`config.mk`:
```
export PLATFORM = sky130hd
export DESIGN_NAME = xtea_cell
export DESIGN_NICKNAME = d
export VERILOG_FILES = /design/src/sv/xtea_pkg.sv /design/src/sv/xtea_cell.sv
export SDC_FILE = /design/constraint.sdc
export NUM_CORES = 1
export LEC_CHECK = 0
export ABC_AREA = 1
export BUFFER_PORTS_ARGS = -buffer_cell sky130_fd_sc_hd__buf_2
export CAP_MARGIN = 40
export CORE_MARGIN = 4
export CORE_UTILIZATION = 45
export DETAILED_ROUTE_END_ITERATION = 16
export GPL_ROUTABILITY_DRIVEN = 1
export GPL_TIMING_DRIVEN = 0
export PLACE_DENSITY = 0.66
export REMOVE_ABC_BUFFERS = 1
export SLEW_MARGIN = 20
export SYNTH_ARGS = -nofsm -noshare
export SYNTH_HDL_FRONTEND = slang
export SYNTH_SLANG_ARGS = --single-unit
```
`constraint.sdc`:
```
create_clock -name clk -period 0.89 [get_ports clk]
set_clock_uncertainty 0.1 [all_clocks]
set_input_delay 0.178 -clock clk [delete_from_list [all_inputs] [get_ports clk]]
set_output_delay 0.178 -clock clk [all_outputs]
set_load 0.02 [all_outputs]
```
`src/sv/xtea_pkg.sv`:
```
`timescale 1ns / 1ps
package xtea_pkg;

	localparam int unsigned CYCLES_DEF = 32;
	localparam int unsigned WORD_W     = 32;
	localparam int unsigned NUM_KEYS   = 4;
	localparam int unsigned KEY_IDX_W  = 2;

	localparam logic [WORD_W-1:0] XTEA_DELTA = 32'h9E37_79B9;

	typedef logic [WORD_W-1:0] word_t;
	typedef logic [NUM_KEYS-1:0][WORD_W-1:0] key_set_t;

	typedef struct packed {
		logic valid;
		logic action;
	} xtea_ctl_t;

	typedef struct packed {
		word_t first;
		word_t second;
	} xtea_blk_t;

	function automatic word_t mix_word(input word_t x);
		return ((x << 4) ^ (x >> 5)) + x;
	endfunction

endpackage

```
`src/sv/xtea_cell.sv`:
```
`timescale 1ns / 1ps
module xtea_cell import xtea_pkg::*; #(
	parameter int unsigned CYCLES = CYCLES_DEF,
	parameter int unsigned STAGE  = 0
) (
	input  logic      clk,
	input  logic      arst_n,
	input  logic      en,
	input  xtea_ctl_t ctl_in,
	input  xtea_blk_t blk_in,
	input  key_set_t  key,
	output xtea_ctl_t ctl_out,
	output xtea_blk_t blk_out
);

	localparam bit          ODD = (STAGE % 2) == 1;
	localparam int unsigned NE  = STAGE / 2 + STAGE % 2;
	localparam int unsigned ND  = CYCLES - NE;

	localparam word_t SUM_ENC = WORD_W'(64'(XTEA_DELTA) * 64'(NE));
	localparam word_t SUM_DEC = WORD_W'(64'(XTEA_DELTA) * 64'(ND));

	// first-half updates pick the key by sum[1:0], second-half ones by sum[12:11]
	localparam logic [KEY_IDX_W-1:0] KE = ODD ? SUM_ENC[12:11] : SUM_ENC[1:0];
	localparam logic [KEY_IDX_W-1:0] KD = ODD ? SUM_DEC[1:0] : SUM_DEC[12:11];

	logic      upd_x;
	word_t     src;
	word_t     dst;
	word_t     tweak;
	word_t     f;
	word_t     res;
	xtea_blk_t nxt;
	logic      vld_s1;
	logic      action_s1;
	xtea_blk_t blk_s1;

	always_comb begin
		// encryption starts on the first half, decryption on the second
		upd_x = ~(ctl_in.action ^ 1'(ODD));
		src   = upd_x ? blk_in.second : blk_in.first;
		dst   = upd_x ? blk_in.first : blk_in.second;
		tweak = ctl_in.action ? (SUM_DEC + key[KD]) : (SUM_ENC + key[KE]);
		f     = mix_word(src) ^ tweak;
		res   = ctl_in.action ? (dst - f) : (dst + f);
		nxt.first  = upd_x ? res : blk_in.first;
		nxt.second = upd_x ? blk_in.second : res;
	end

	always_ff @(posedge clk or negedge arst_n) begin
		if (!arst_n) begin
			vld_s1 <= 1'b0;
		end else if (en) begin
			vld_s1 <= ctl_in.valid;
		end
	end

	always_ff @(posedge clk) begin
		if (en) begin
			action_s1 <= ctl_in.action;
			blk_s1    <= nxt;
		end
	end

	assign ctl_out = '{valid: vld_s1, action: action_s1};
	assign blk_out = blk_s1;

endmodule

```
Word-level counts from Yosys, hierarchy flattened
Cells that the tools add are included.
- flip-flop bits (word level): 66
- RAM bits: 0
- memories: 0
- ROM bits: 0
- bits in latches: 0
- word-level logic and storage cells: 16
- equality and inequality tests: 0
- shift operators: 0
- order comparisons: 0
- bitwise logic cells: 2
- divide/modulo/power cells: 0
- multiply operators: 0
- reduce and logical (&&, ||, !) cells: 0
- muxes and demuxes: 6
- add/subtract/negate cells: 4
- operator list (operator ; number):
    $mux 32 ; 6
    $add 32x32->32 ; 2
    $add 32x32->32 const A ; 1
    $sub 32x32->32 ; 1
    $xor 32x27->32 ; 1
    $xor 32x32->32 ; 1

Depth between registers and ports, before layout
- word-level depth: 7
- depth in mapped cells: 46
- gate-level depth less buffers: 40

Worst setup path before layout
OpenSTA, ideal clock, no wires.
- path type: input -> register
- start: input port ctl_in[0] (netlist name)
- end: register blk_s1, in the netlist blk_out[63], data pin
- buffers on the path: 7
- stages on the path: 41
- library setup time: 253 ps
- setup slack: -4540 ps
- data arrival time: 5077 ps
- required time: 537 ps
- cell sequence: buf_6 buf_8 buf_4 buf_4 buf_4 buf_2 clkbuf_1 nand2_1 nand2_1 ha_1 fa_1 inv_1 nand2_1 nand2_1 ha_1 nand2_1 nor2_1 nand4_1 (+5 left out) nand3_4 nand2_4 nand3_1 nand2_1 inv_1 ha_1 nand2_1 nor3_1 nand2_1 nor3_1 nand2_1 o2111ai_1 nand3b_1 nand2_1 inv_1 nand3_1 nand3_1 nand2_1
- RTL lines (item ; RTL line ; RTL):
    start: declaration ; xtea_cell.sv:9 ; input xtea_ctl_t ctl_in,
    end signal: assignment ; xtea_cell.sv:61 ; blk_s1 <= nxt;
    end: declaration ; xtea_cell.sv:36 ; xtea_blk_t blk_s1;

==> summary by stage <==
Run status
The flow ran to the end, but the final reports show violations. The final reports fail on negative hold slack, negative setup slack.

Critical path
STA classifies the critical path startpoint as an input pin. The critical path is of the in -> reg type. The cell count of the worst reg-to-reg path is 1. The critical path capture point type is a flip-flop.

For this run, the slowest stage of the critical path takes ~0.32 ns. Of all nets on the critical path, the largest fanout is 8. The arrival time of data at the critical path endpoint is 4.82 ns. The cell with the largest stage delay on the worst path is sky130_fd_sc_hd__ha_2. The worst register-to-register path has a setup slack of approximately 0.050 ns.

By instance count, the cell type seen most on the critical path is sky130_fd_sc_hd__nand2_2. The endpoint identified for the worst register-to-register timing path is vld_s1. For the worst setup path, the data required time is roughly 0.89 ns.

The startpoint identified for the worst register-to-register timing path is vld_s1.

CTS
The clock tree from TritonCTS is built. The longest clock path from root to sink contains 2 buffers. For the worst-skew pair, the clock arrives at the later sink with an insertion delay of 0.34 ns. Buffers inserted to repair hold after CTS numbered 1.

The number of buffers created by CTS is 9. The buffer type at the clock tree root is sky130_fd_sc_hd__clkbuf_16. The H-tree depth is 3. The total clock sinks is 66. After clock tree synthesis, the clock-pin slew on the worst setup and hold paths is ~0.060 ns.

Logic synthesis
Of the post-synthesis cell area, the dominant cell type holds 0.222. The portion of the post-synthesis area used by sequential elements is 0.198. Yosys mapped the design onto 55 distinct sky130hd cell types. The number of synthesis warnings is 0. Synthesis inferred 66 register bits.

In the synthesized netlist, the number of instances is between 1500 and 2000. The share of synthesized registers carrying an async set or reset is 0.0152. The synthesized area is 9980 um^2. The most used flip-flop cell after synthesis is sky130_fd_sc_hd__edfxtp_1. The mean instance size in the synthesized netlist is 6.12 um^2. The library cell with the largest summed area after synthesis is sky130_fd_sc_hd__nand2_1. The count of flip-flops with a built-in enable after synthesis is 65. Sorting the synthesized cells by area gives the leading types as sky130_fd_sc_hd__nand2_1 22%, sky130_fd_sc_hd__edfxtp_1 20%, sky130_fd_sc_hd__ha_1 8.2%, sky130_fd_sc_hd__nand3_1 6.5%, sky130_fd_sc_hd__inv_1 6.5%.

Timing
Counting I/O delays and the setup requirement, the final critical path takes 4.83 ns. The number of endpoints failing setup at the final stage is 130. The relative slew slack is 0.664.

The final-report max-slew violation count is 0. In the finished design, the share of the clock period the worst path needs comes to 5.42. Setup slack on the critical path of the routed design comes to -3.94 ns. Setup repair after global routing could not meet its margin everywhere. The highest clock rate is approximately 210 MHz. The final count of hold timing violations is 1. At the pin with the least slew margin, the transition time is between 0.4 and 0.5 ns. The minimum hold slack is -0.0308 ns.

Final layout
The final standard cell area without fillers is between 10000 and 15000 um^2. The most common cell after layout, fill and taps aside is sky130_fd_sc_hd__nand2_1. After filler insertion, the fill cell instance count of the layout stands at between 1500 and 2000.

Leaving out fill and tap cells, the most frequent cells in the layout are 488 x sky130_fd_sc_hd__nand2_1, 196 x sky130_fd_sc_hd__buf_2, 157 x sky130_fd_sc_hd__inv_1. In the final layout, the share of cells above drive strength 1 is 0.385. The number of antenna cells inserted is 0. The area added between synthesis and finish is 48.3%. The final layout contains 2200 nets.

Floorplan
After floorplanning, the core was divided into between 50 and 60 placement rows. The die width is 157 um. The die is 157 um tall.

The initial utilization of the core area, before any placement, comes to 0.457. For this design the top-level I/O count stands at ~260. The area of the core is ~22000 um^2. The floorplan step defined a die boundary enclosing around 25000 um^2.

Drt
Dividing the detail-routed wire length by the instance count gives roughly 18 um. After detailed routing, the number of remaining DRC violations is 0. Dividing the detail-routed via count by the number of cells gives around 5.5. The total number of vias is approximately 12000.

The total length of routed wires is about 40000 um. Once detail routing completed, the nets flagged for antenna violations numbered 0. The detailed router finished its first iteration with between 900 and 1000 violations. The number of detailed-route iterations in the first pass is 7.

Placed design
Once placement finished, the instance area stood at 11200 um^2. The worst-case setup slack after placement is -5.43 ns. The routability congestion estimate is between 0.9 and 1. The count of buffers added on input and output ports is between 150 and 200.

The HPWL after detailed placement is approximately 26000 um.

GRT
The first global-routing pass estimated ~56000 um of wire. The largest net degree at the start of global routing is 67. The via count of the first global-routing pass is approximately 11000.

The number of antenna violations at the first check in global routing is 0. In the global route stage, overall resource usage came out at 0.286. The total congestion overflow is 0.

Power and ir drop
Power comes to around 34 mW. The maximum vdd drop is between 0.001 and 0.0015 V. The power density over cell area is 2330 nW/um^2. The reported leakage power is just over 7 nW.

Worst hold path
The worst hold path was traced through 2 stages. The origin of the worst min-delay path is ctl_in[1]. For hold timing, the worst endpoint is vld_s1. The type of the tightest min-delay check is in -> reg.

Run
Across the run, the number of max-cap violations was 0.
[through the flow]
stage,std cells,setup TNS (ns),util
2_1_floorplan,1594,-246.74,-
3_3_place_gp,2072,-572.56,0.510
3_5_place_dp,2074,-320.12,0.513
4_1_cts,2167,-210.80,0.616
5_1_grt,2221,-228.44,0.678
6_report,2221,-216.92,0.678
[critical path: cells and delay by family]
family | cells | cell delay (ns)
AO/OA/AOI/OAI | 1 | 0.23
XOR/XNOR | 2 | 0.34
adder cells (fa/ha/maj) | 2 | 0.61
buffers and inverters | 10 | 1.12
AND/OR/NAND/NOR | 23 | 2.28
[cell usage after synthesis (4+ instances only)]
master and count:
sky130_fd_sc_hd__xor2_1 50, sky130_fd_sc_hd__a21oi_1 75, sky130_fd_sc_hd__nor3_1 15, sky130_fd_sc_hd__o211ai_1 6, sky130_fd_sc_hd__nor2_1 103, sky130_fd_sc_hd__a31oi_1 5
sky130_fd_sc_hd__o21bai_1 7, sky130_fd_sc_hd__nand2_1 591, sky130_fd_sc_hd__or2_2 14, sky130_fd_sc_hd__buf_2 5, sky130_fd_sc_hd__nand3_1 130, sky130_fd_sc_hd__o21a_1 5
sky130_fd_sc_hd__xnor2_1 25, sky130_fd_sc_hd__buf_1 8, sky130_fd_sc_hd__nand3_2 6, sky130_fd_sc_hd__nand4_1 21, sky130_fd_sc_hd__nand3b_1 19, sky130_fd_sc_hd__buf_4 5
sky130_fd_sc_hd__clkbuf_1 14, sky130_fd_sc_hd__inv_2 4, sky130_fd_sc_hd__o21ai_1 5, sky130_fd_sc_hd__inv_1 173, sky130_fd_sc_hd__ha_1 65, sky130_fd_sc_hd__nor2_2 8
sky130_fd_sc_hd__o21ai_0 122, sky130_fd_sc_hd__edfxtp_1 65, sky130_fd_sc_hd__nand2_2 28, sky130_fd_sc_hd__nor4_1 4, sky130_fd_sc_hd__nor2_4 6, sky130_fd_sc_hd__nand2_4 6
[kinds of logic after synthesis]
logic type	Yosys count	synth area share
AND/OR/NAND/NOR	965	0.432
adder cells (fa/ha/maj)	67	0.0855
multiplexers	3	0.00314
XOR/XNOR	75	0.0658
flip-flops	66	0.198
buffers and inverters	213	0.0853
AO/OA/AOI/OAI	240	0.131
[power breakdown]
group          switching, mW  internal [mW]  total, mW
clock                   1.56           2.77       4.33
sequential             0.163           4.55       4.72
combinational           15.0           10.4       25.4
[layer usage]
layer,global-route usage,vias up,wire (um)
li1,-,5977,-
met1,0.385,5637,16100
met2,0.482,585,18900
met3,0.0379,93,3380
met4,0.0839,0,1160
met5,0,-,0
[sequential cells by signal (all words and copies together), names as in the netlist]
signal and cells:
vld_s1 1, blk_out 64, action_s1 1
[cell type report]
type	count	area, um^2	area share
clock buffer	9	225	0.0152
clock inverter	7	125	0.00846
inverter	178	699	0.0473
multi-input combinational	1350	9030	0.610
sequential	66	1980	0.134
tap	280	350	0.0237
timing repair buffer	331	2390	0.161
[what timing repair did]
action	CTS	global route
resized for setup	279	229
endpoints found under the hold margin	2	1
endpoints found under the setup margin	197	130
setup buffers	66	54
gates cloned	10	0
pin swaps	107	104
[how the worst max path moves through the flow]
| stage | from | end | slack (ns) | cells after the start |
|---|---|---|---|---|
| after floorplan | ctl_in[0] | blk_out[63] | -4.54 | 35 |
| after global placement | ctl_in[0] | blk_out[26] | -8.99 | 32 |
| after detailed placement | ctl_in[0] | blk_out[26] | -5.43 | 33 |
| after CTS | ctl_in[0] | blk_out[63] | -3.85 | 33 |
| after global routing | ctl_in[0] | blk_out[63] | -4.16 | 37 |
| final | ctl_in[0] | blk_out[63] | -3.94 | 38 |
Power figures use the tool's default switching activity.
