<file path="config.mk">
export PLATFORM = sky130hd
export DESIGN_NAME = xtea_skid
export DESIGN_NICKNAME = d
export VERILOG_FILES = /design/src/sv/xtea_pkg.sv /design/src/sv/xtea_skid.sv
export SDC_FILE = /design/constraint.sdc
export NUM_CORES = 1
export LEC_CHECK = 0
export ABC_CLOCK_PERIOD_IN_PS = 14400
export BUFFER_PORTS_ARGS = -buffer_cell sky130_fd_sc_hd__buf_2
export CORE_MARGIN = 2
export CORE_UTILIZATION = 30
export DETAILED_ROUTE_END_ITERATION = 7
export PLACE_DENSITY_LB_ADDON = 0.05
export RECOVER_POWER = 25
export SLEW_MARGIN = 20
export SYNTH_ARGS = -nofsm -noshare
export SYNTH_HDL_FRONTEND = slang
export SYNTH_SLANG_ARGS = --single-unit
</file>
<file path="constraint.sdc">
create_clock -name clk -period 14.4 [get_ports clk]
set_input_delay 1.44 -clock clk [delete_from_list [all_inputs] [get_ports clk]]
set_output_delay 1.44 -clock clk [all_outputs]
set_load 0.02 [all_outputs]
</file>
<file path="src/sv/xtea_pkg.sv">
`timescale 1ns / 1ps
package xtea_pkg;

	localparam int unsigned CYCLES_DEF = 32;
	localparam int unsigned WORD_W     = 32;
	localparam int unsigned NUM_KEYS   = 4;
	localparam int unsigned KEY_IDX_W  = 2;

	localparam logic [WORD_W-1:0] XTEA_DELTA = 32'h9E37_79B9;

	typedef logic [WORD_W-1:0] word_t;
	typedef logic [NUM_KEYS-1:0][WORD_W-1:0] key_set_t;

	typedef struct packed {
		logic valid;
		logic action;
	} xtea_ctl_t;

	typedef struct packed {
		word_t first;
		word_t second;
	} xtea_blk_t;

	function automatic word_t mix_word(input word_t x);
		return ((x << 4) ^ (x >> 5)) + x;
	endfunction

endpackage

</file>
<file path="src/sv/xtea_skid.sv">
`timescale 1ns / 1ps
module xtea_skid import xtea_pkg::*; (
	input  logic      clk,
	input  logic      arst_n,
	input  logic      vld_in,
	input  xtea_blk_t blk_in,
	input  logic      out_stall,
	output logic      en,
	output logic      out_valid,
	output xtea_blk_t out_blk
);

	logic      out_vld_q;
	logic      skid_vld_q;
	xtea_blk_t out_blk_q;
	xtea_blk_t skid_blk_q;
	logic      out_ready;

	assign out_ready = !out_vld_q || !out_stall;
	// freeze the chain only while the skid entry is occupied
	assign en        = !skid_vld_q;

	always_ff @(posedge clk or negedge arst_n) begin
		if (!arst_n) begin
			out_vld_q  <= 1'b0;
			skid_vld_q <= 1'b0;
		end else if (skid_vld_q) begin
			if (out_ready) begin
				out_vld_q  <= 1'b1;
				skid_vld_q <= 1'b0;
			end
		end else if (vld_in) begin
			if (out_ready) begin
				out_vld_q <= 1'b1;
			end else begin
				skid_vld_q <= 1'b1;
			end
		end else if (out_ready) begin
			out_vld_q <= 1'b0;
		end
	end

	always_ff @(posedge clk) begin
		if (skid_vld_q) begin
			if (out_ready) begin
				out_blk_q <= skid_blk_q;
			end
		end else if (vld_in) begin
			if (out_ready) begin
				out_blk_q <= blk_in;
			end else begin
				skid_blk_q <= blk_in;
			end
		end
	end

	assign out_valid = out_vld_q;
	assign out_blk   = out_blk_q;

	a_skid_implies_out: assert property (@(posedge clk) disable iff (!arst_n)
		skid_vld_q |-> out_vld_q)
		else $error("skid entry held without a pending output transaction");

	a_park_on_stall: assert property (@(posedge clk) disable iff (!arst_n)
		vld_in && !skid_vld_q && out_vld_q && out_stall |=> skid_vld_q)
		else $error("arriving transaction not parked while output stalled");

	a_drain_skid: assert property (@(posedge clk) disable iff (!arst_n)
		skid_vld_q && !out_stall |=> !skid_vld_q && out_vld_q)
		else $error("skid entry not drained when output was taken");

	a_chain_frozen: assert property (@(posedge clk) disable iff (!arst_n)
		skid_vld_q && vld_in |=> $stable(blk_in))
		else $error("chain advanced while skid entry occupied");

endmodule

</file>
---- Word level (Yosys, flattened, before mapping) ----
Cells that the tools add are included.
operators by class
  reductions and logical operators ........ 8
  bitwise operators ....................... 2
  muxes and demuxes ....................... 11
operators by type and width
  operator             number
  64-bit 2-to-1 mux    4
  1-bit 2-to-1 mux     7
  1-bit logical NOT    3
  3-bit AND reduction  1
  3-bit nonzero test   1
  1-bit inverter       2
  2-bit AND reduction  1
  2-bit nonzero test   1
  1-bit logical OR     1
storage, ports and cells
  register bits ........................... 130
  bits of input ports ..................... 68

---- Logic depth before layout (Yosys ltp) ----
Gate-level depths: netlist (run 1).
  depth after elaboration ................. 5
  depth in mapped cells ................... 4
  mapped depth without buffers ............ 1

---- Worst setup path after synthesis (run 1) ----
Ideal clock, no wire load.
  path type ............................... input-to-reg
  start ................................... input vld_in
  end ..................................... register out_blk_q (netlist bit out_blk[0]), enable pin
  slack ................................... 9.129 ns
  buffers on the path ..................... 0
  arrival time ............................ 4.755 ns
  setup time .............................. 0.517 ns
  cell stages on the path ................. 1
  cells stage by stage .................... a2bb2oi_1
on the way
  word-level cells in the longest chain between the ends .. 2
ends and longest elaborated chain
  item                                  line             text
  start, declared                       xtea_skid.sv:5   input logic vld_in,
  2-bit nonzero test (no source line)   -
  2-bit AND reduction (no source line)  -
  end signal, assigned                  xtea_skid.sv:46  out_blk_q <= skid_blk_q;
  end signal, assigned                  xtea_skid.sv:50  out_blk_q <= blk_in;
  end, declared                         xtea_skid.sv:15  xtea_blk_t out_blk_q;
Every way passes these cells.
A chain may end at the register's enable or synchronous reset.

---- Final worst setup path (run 1) ----
  start ................................... register skid_vld_q
  end ..................................... register out_blk_q (netlist bit out_blk[21]), enable pin
on the way
  word-level cells in the longest chain between the ends .. 2
ends and longest elaborated chain
  item                                  line             text
  start, declared                       xtea_skid.sv:14  logic skid_vld_q;
  start signal, assigned                xtea_skid.sv:26  skid_vld_q <= 1'b0;
  start signal, assigned                xtea_skid.sv:30  skid_vld_q <= 1'b0;
  start signal, assigned                xtea_skid.sv:36  skid_vld_q <= 1'b1;
  2-bit nonzero test (no source line)   -
  2-bit AND reduction (no source line)  -
Every way passes these cells.

==> metrics.txt, run 1 <==
status=complete, but fails checks; failing checks=max-capacitance violations, max-slew violations; Worst-Skew Late Latency=410 ps; first-pass iteration count of the detailed router=4; pre-CTS setup slack=11370 ps; relative slew slack=-1.676; minimum clock period after layout=4523 ps; register area share after synthesis=0.8226; CP Max Fanout=68; nets@finish=422; Total Routing Usage GR=0.1150; CP arrival=4550 ps; Post-DP HPWL=5.679 mm; PD cells=150.6 mW/mm^2; detailed router's first-iteration violation count=151; placed cell count=545; Primary FF master, synth=edfxtp_1; r2r setup slk=9880 ps; Synthesized Nets=275; Setup CP Type=flop to flop; Synth cell types=11; RSZ-0062 raised after global routing=no; Synth top cells by count=edfxtp_1 (128), mux2_2 (59), buf_2 (5), mux2_4 (5), buf_6 (3); Worst Skew=3.838 ps; Mapped Cells=207; IO Count=134; CP endpoint=out_blk[21]$_DFFE_PP_; Post-CTS Setup Bufs=0; Core Util, Final=0.3980; YS warnings=0; gr ovfl total=0; fmax=0.2211 GHz; total power=918.0 uW; critical path required time=14430 ps; Clock Tree Buf Depth=2; share of Yosys cell area claimed by the top area cell type=0.8121; die height=129.6 um; max-cap viol count=1; fillers=1498; DRC=0; core area=0.01531 sq mm; crit end category=flop; share of cells above drive strength 1=0.4877; Post-CTS Hold Buffers=0; clk slew on worst S/H paths=50 ps; Post-DRT Antenna Nets=0; top-count cell post-synth=edfxtp_1; H-tree depth=4; routability cong.=0.6905; via/cell ratio=4.278; CTS tree=built; reg2reg start=skid_vld_q$_DFF_PN0_; final hold violation count=0; total CTS buffers=17; DIE WIDTH=129.6 um; Worst Setup Start Kind=flop; final setup violating endpoints=0; CTS root buf=clkbuf_16; Die ar.=0.01680 sq mm; # port buffers=133; ys async rst share=0.01538; clk sinks=130; Synth Register Bits=130; Post-synth EDFFs=128; worst setup path startpoint=skid_vld_q$_DFF_PN0_; Slew @ Worst Pin=4014 ps; vias in the first global route=2480; Post-Syn Area per Cell=22.87 sq um; largest net degree at the start of global routing=69; cell accounting for the most synthesized area=edfxtp_1; setup_tns=0 ps; Pins Over Slew Limit=69; routed len/inst=16.59 um; first-pass GRT wire length=13.86 mm; worst reg2reg endpoint=out_blk[21]$_DFFE_PP_; top cells by area, synth=edfxtp_1 (81%), mux2_2 (14%), mux2_4 (1.6%); cells on worst reg2reg path=3; Area Overhead vs Synth=28.79%; final worst path period share=0.3141; post-layout instance count excluding filler cells=576; final wirelength=9.553 mm; Initial Util=0.3091; post_cts resized=0; # diodes=0; Worst Hold Class=flop to flop; worst vdd ir=0.06385 mV; via count of the routed design=2464; Final Worst Setup Slack=9877 ps; Static Leak=0.002166 uW; FP Rows=45; Post-Syn Area=0.004733 sq mm; initial antenna violation count=0
[worst min-delay path by stage]
stage | startpoint | to | slack (ps) | cells past startpoint
floorplan | skid_blk_q[0]$_DFFE_PP_ | out_blk[0]$_DFFE_PP_ | 520 | 1
global placement | skid_blk_q[47]$_DFFE_PP_ | out_blk[47]$_DFFE_PP_ | 530 | 1
detailed placement | skid_blk_q[61]$_DFFE_PP_ | out_blk[61]$_DFFE_PP_ | 530 | 1
CTS | skid_blk_q[56]$_DFFE_PP_ | out_blk[56]$_DFFE_PP_ | 550 | 1
global route | skid_blk_q[55]$_DFFE_PP_ | out_blk[55]$_DFFE_PP_ | 550 | 1
finish | skid_blk_q[57]$_DFFE_PP_ | out_blk[57]$_DFFE_PP_ | 540 | 1
[cells in the final DEF (no fill, tap or decap), drive strengths merged]
master	n
a211o	1
o211a	1
and4b	1
edfxtp	128
bufinv	1
clkbuf	62
buf	94
inv	1
mux2	64
a2bb2oi	1
clkinv	9
dfrtp	2
[state kept, by name, summed over array words and instances, names as in the netlist]
signal	flops
out_blk	64
skid_blk_q	64
out_valid	1
skid_vld_q	1
[area by class of cell]
class | instances | area (sq um) | area share
flip-flops and latches | 130 | 3897 | 0.6394
multi-input cells | 68 | 779.5 | 0.1279
repair buffers | 136 | 644.4 | 0.1057
clock buffers | 20 | 436.7 | 0.07163
well taps | 211 | 264.0 | 0.04331
clock inverters | 10 | 70.07 | 0.01149
inverters | 1 | 3.754 | 0.0006158
[cells by family (layout without fill, tap and decap cells)]
kind of cell | Yosys count | in the layout | share of synthesized area
AND/OR/NAND/NOR | 1 | 1 | 0.002115
flip-flops | 130 | 130 | 0.8226
buffers and inverters | 9 | 167 | 0.01321
AO/OA/AOI/OAI | 3 | 3 | 0.005816
multiplexers | 64 | 64 | 0.1562
[worst max-delay path, stage by stage, from the launching register on]
cell	delay, ps
dfrtp_4	400
clkbuf_1	2820
a2bb2oi_4	170
buf_4	720
[layer usage]
layer	vias to the layer above	track usage	share of wire
li1	1130	-	-
met1	1220	0.1375	0.43
met2	100	0.1765	0.47
met3	14	0.05202	0.078
met4	0	0.05693	0.018
met5	-	0	0
[through the flow]
step / area, sq um / hold slack, ps
4_1_cts: 6151 / 547.8
2_1_floorplan: 4733 / 523.1
3_3_place_gp: 5644 / 529.8
5_1_grt: 6096 / 552.7
6_report: 6096 / 537.3
3_5_place_dp: 5644 / 530.5
[report_power, final]
group	switching, uW	internal (uW)
clock network	146	231
registers	6.41	448
logic	52.2	34.9
Power figures use the tool's default switching activity.
==> run 2: changes to the inputs <==
- ABC_CLOCK_PERIOD_IN_PS: 14400 -> 3800
- clock period: 14.4 -> 3.8 ns (I/O delays scaled with it)
==> metrics.txt, run 2 (synthesized netlist as in run 1, its figures left out) <==
pre-CTS setup slack=1336 ps (was 11370 ps); Crit path largest cell delay=910 ps (was 2820 ps); worst vdd ir=0.2629 mV (was 0.06385 mV); final hold violation count=0 (unchanged); worst setup path startpoint=skid_vld_q$_DFF_PN0_ (unchanged); routability cong.=0.6598 (was 0.6905); status=completed (was complete, but fails checks); Clock Tree Buf Depth=2 (unchanged); Worst Hold Class=input port to flop (was flop to flop); Slew @ Worst Pin=982.5 ps (was 4014 ps); share of cells above drive strength 1=0.4688 (was 0.4877); detailed router's first-iteration violation count=152 (was 151); vias in the first global route=2446 (was 2480); core area=0.01531 sq mm (unchanged); most common cell after layout, fill and taps aside=edfxtp_1 (unchanged); Post-DRT Antenna Nets=0 (unchanged); H-tree depth=4 (unchanged); gr ovfl total=0 (unchanged); via/cell ratio=4.133 (was 4.278); Static Leak=0.002189 uW (was 0.002166 uW); multi-input logic area=798.3 sq um (was 779.5 sq um); post_cts resized=0 (unchanged); family with the most delay on the worst path=simple AND/OR/NAND/NOR gates (was buffers and inverters); die height=129.6 um (unchanged); Total Routing Usage GR=0.1148 (was 0.1150); CTS root buf=clkbuf_16 (unchanged); fillers=1452 (was 1498); final worst path period share=0.6297 (was 0.3141); fmax=0.4179 GHz (was 0.2211 GHz); DIE WIDTH=129.6 um (unchanged); first-pass GRT wire length=13.86 mm (unchanged); Reg area=0.003897 sq mm (unchanged); Final Worst Setup Slack=1407 ps (was 9877 ps); reg2reg start=skid_vld_q$_DFF_PN0_ (unchanged); IO Count=134 (unchanged); worst path cell trace=and4b_4 > buf_4 (was clkbuf_1 > a2bb2oi_4 > buf_4); critical path required time=3900 ps (was 14430 ps); routed len/inst=15.70 um (was 16.59 um); total CTS buffers=17 (unchanged); clk sinks=130 (unchanged); final setup violating endpoints=0 (unchanged); max-cap viol count=0 (was 1); nets@finish=424 (was 422); relative slew slack=0.3450 (was -1.676); CP Max Fanout=69 (was 68); CP arrival=2490 ps (was 4550 ps); DRC=0 (unchanged); post-layout instance count excluding filler cells=580 (was 576); Worst-Skew Late Latency=410 ps (about the same); clk slew on worst S/H paths=50 ps (about the same); first-pass iteration count of the detailed router=4 (unchanged); # diodes=0 (unchanged); Post-DP HPWL=5.859 mm (was 5.679 mm); PD cells=595.5 mW/mm^2 (was 150.6 mW/mm^2); Bufs and invs on worst path=1 (was 2); FP Rows=45 (unchanged); via count of the routed design=2397 (was 2464); Setup CP Type=flop to flop (unchanged); minimum clock period after layout=2393 ps (was 4523 ps); final wirelength=9.107 mm (was 9.553 mm); Die ar.=0.01680 sq mm (unchanged); Max stage delay cell, worst path=and4b_4 (was clkbuf_1); Worst Setup Start Kind=flop (unchanged); Initial Util=0.3091 (unchanged); Area Overhead vs Synth=30.85% (was 28.79%); initial antenna violation count=1 (was 0); RSZ-0062 raised after global routing=no (unchanged); Worst Skew=6.709 ps (was 3.838 ps); commonest non-fill, non-tap cells in the layout=edfxtp_1 (128), buf_2 (74), clkbuf_1 (60) (was edfxtp_1 (128), buf_2 (91), mux2_2 (59)); Post-CTS Setup Bufs=0 (unchanged); CTS tree=built (unchanged); largest net degree at the start of global routing=70 (was 69); HP Start=blk_in[49] (was skid_blk_q[57]$_DFFE_PP_); # port buffers=133 (unchanged); setup_tns=0 ps (unchanged); Pins Over Slew Limit=0 (was 69); placed cell count=547 (was 545); crit end category=flop (unchanged)
-- run 2: cell types whose count changed in the layout (fill, tap and decap cells not counted), moves of 3 or more --
| cell | delta |
|---|---|
| buf_2 | -17 |
| buf_4 | +3 |
| bufinv_16 | +3 |
| clkbuf_1 | +15 |
| mux2_1 | -5 |
| mux2_4 | +5 |
-- run 2: area by class of cell --
class	count	area share
timing repair buffer	138	0.1020
multi-input combinational	68	0.1289
sequential	130	0.6293
tap	211	0.04263
inverter	1	0.0006061
clock buffer	18	0.06929
clock inverter	14	0.02727
-- run 2: power by group --
| part | total (uW) | internal [uW] | switching [uW] |
|---|---|---|---|
| registers | 1740 | 1690 | 46.6 |
| logic | 298 | 124 | 174 |
| clock network | 1650 | 1080 | 567 |
-- run 2: worst paths after layout --
path	to	slack, ps	cells after the start
min in group asynchronous	skid_vld_q$_DFF_PN0_	320	2
worst min register to register	out_blk[20]$_DFFE_PP_	540	1
worst min-delay path	skid_blk_q[49]$_DFFE_PP_	160	1
worst max-delay path	skid_blk_q[1]$_DFFE_PP_	1410	2
worst max register to register	skid_blk_q[1]$_DFFE_PP_	1410	2
max in group asynchronous	skid_vld_q$_DFF_PN0_	3320	2
-- run 2: metrics by stage --
step	util	total power (uW)	cell area [sq um]	hold WS (ps)
after detailed placement	0.3695	2084	5659	169.3
after global routing	0.4044	3840	6193	140.6
after global placement	0.3695	2084	5659	167.1
final	0.4044	3688	6193	160.8
after floorplan	-	1951	4740	84.41
after CTS	0.4092	3754	6267	138.2
-- run 2: repair_timing --
item / CTS / global route
endpoints found under the hold margin: 2 / 0
hold buffers: 1 / 0
setup endpoints to repair: 0 / 0
-- run 2: per-layer routing --
metal	share of wire	up-vias	GRT usage
met5	0	-	0
met3	0.066	14	0.04211
met2	0.47	83	0.1645
li1	-	1129	-
met4	0.017	0	0.06072
met1	0.45	1171	0.1523
-- run 2: worst register-to-register path: cells and delay by family (launching register included) --
family	cells	cell delay [ps]
flip-flops	1	800
AND/OR/NAND/NOR	1	920
buffers and inverters	1	360
==> run 3: changes to the inputs <==
- ABC_CLOCK_PERIOD_IN_PS: 3800 -> 2250
- clock period: 3.8 -> 2.25 ns (I/O delays scaled with it)
==> metrics.txt, run 3 (synthesized netlist as in run 1, its figures left out) <==
fmax=0.5524 GHz; nets@finish=473 (was 424); Setup CP Type=flop to output pin (was flop to flop); routed len/inst=15.48 um (was 15.70 um); fillers=1459 (was 1452); H-tree depth=4 (unchanged); Pins Over Slew Limit=0 (unchanged); Worst Setup Start Kind=flop (unchanged); pre-CTS setup slack=647.6 ps (was 1336 ps); multi-input logic area=798.3 sq um (unchanged); DIE WIDTH=129.6 um (unchanged); largest net degree at the start of global routing=40 (was 70); post-layout instance count excluding filler cells=627 (was 580); Worst Hold Class=input port to flop (unchanged); Worst Skew=5.982 ps (was 6.709 ps); CTS root buf=clkbuf_16 (unchanged); CP Max Fanout=37 (was 69); initial antenna violation count=0 (was 1); Post-CTS Setup Bufs=0 (unchanged); RSZ-0062 raised after global routing=no (unchanged); share of cells above drive strength 1=0.3750 (was 0.4688); detailed router's first-iteration violation count=118 (was 152); Total Routing Usage GR=0.1196 (was 0.1148); critical path required time=2030 ps (was 3900 ps); via/cell ratio=4.193 (was 4.133); minimum clock period after layout=1810 ps; most common cell after layout, fill and taps aside=edfxtp_1 (unchanged); routability cong.=0.7190 (was 0.6598); # diodes=0 (unchanged); Post-DRT Antenna Nets=0 (unchanged); Worst-Skew Late Latency=400 ps (was 410 ps); Clock Tree Buf Depth=2 (unchanged); Area Overhead vs Synth=39.57% (was 30.85%); total CTS buffers=17 (unchanged); Reg area=0.003897 sq mm (unchanged); vias in the first global route=2662 (was 2446); design area=0.006606 sq mm (was 0.006193 sq mm); via count of the routed design=2629 (was 2397); status=completed (unchanged); post_cts resized=0 (unchanged); core area=0.01531 sq mm (unchanged); FP Rows=45 (unchanged); IO Count=134 (unchanged); final setup violating endpoints=0 (unchanged); setup_tns=0 ps (unchanged); Post-CTS Hold Buffers=38 (was 1); gr ovfl total=0 (unchanged); # port buffers=133 (unchanged); CTS tree=built (unchanged); clk slew on worst S/H paths=50 ps (about the same); clk sinks=130 (unchanged); final worst path period share=0.8046; DRC=0 (unchanged); commonest non-fill, non-tap cells in the layout=edfxtp_1 (128), clkbuf_1 (75), buf_2 (60) (was edfxtp_1 (128), buf_2 (74), clkbuf_1 (60)); Slew @ Worst Pin=555.8 ps (was 982.5 ps); first-pass GRT wire length=14.58 mm (was 13.86 mm); Post-DP HPWL=6.104 mm (was 5.859 mm); worst vdd ir=0.4935 mV (was 0.2629 mV); Final Worst Setup Slack=439.7 ps (was 1407 ps); crit end category=output pin (was flop); placed cell count=550 (was 547); die height=129.6 um (unchanged); Die ar.=0.01680 sq mm (unchanged); max-cap viol count=0 (unchanged); final wirelength=9.705 mm (was 9.107 mm); total power=5906 uW (was 3688 uW); first-pass iteration count of the detailed router=4 (unchanged); PD cells=893.9 mW/mm^2 (was 595.5 mW/mm^2); Initial Util=0.3091 (unchanged); CP arrival=1590 ps (was 2490 ps); Static Leak=0.002321 uW (was 0.002189 uW); relative slew slack=0.6295 (was 0.3450); final hold violation count=0 (unchanged); placed cell area=0.005719 sq mm (was 0.005659 sq mm)
## run 3: cell types whose count changed in the layout (fill, tap and decap cells not counted), sizes merged
cell,delta
dlygate4sd3,+46
clkinv,-1
bufinv,-3
clkbuf,+16
buf,-11
## run 3: through the flow
step	hold slack (ps)	utilization
2_1_floorplan	-70.59	-
6_report	39.66	0.4314
3_5_place_dp	26.36	0.3734
3_3_place_gp	24.07	0.3734
5_1_grt	42.87	0.4314
4_1_cts	0.005412	0.4314
## run 3: worst max-delay path: stages, from the launching register on
cell,delay (ps)
dfrtp_4,430
buf_4,470
inv_1,90
buf_2,180
## run 3: cell type report
| type | count | share of cell area |
|---|---|---|
| clock inverters | 10 | 0.01061 |
| flip-flops and latches | 130 | 0.5900 |
| well taps | 211 | 0.03996 |
| multi-input cells | 68 | 0.1208 |
| repair buffers | 187 | 0.1720 |
| inverters | 1 | 0.0005682 |
| clock buffers | 20 | 0.06610 |
## run 3: per-layer routing
metal / share of wire / vias to the layer above / GRT usage
li1: - / 1232 / -
met1: 0.43 / 1313 / 0.1414
met2: 0.50 / 76 / 0.1913
met3: 0.061 / 8 / 0.05491
met4: 0.012 / 0 / 0.04554
met5: 0 / - / 0
## run 3: worst paths after layout
check	cells past startpoint	slack, ps	endpoint	from
min in group asynchronous	2	170	skid_vld_q$_DFF_PN0_	arst_n
max in group asynchronous	2	1900	skid_vld_q$_DFF_PN0_	arst_n
worst min-delay path	1	40	skid_blk_q[23]$_DFFE_PP_	blk_in[23]
worst min register to register	1	540	out_blk[50]$_DFFE_PP_	skid_blk_q[50]$_DFFE_PP_
worst max register to register	2	660	skid_blk_q[27]$_DFFE_PP_	skid_vld_q$_DFF_PN0_
worst max-delay path	3	440	en	skid_vld_q$_DFF_PN0_
## run 3: power by group
part           internal [uW]  switching, uW
Clock                   1470            905
Combinational            271            352
Sequential              2860           40.8
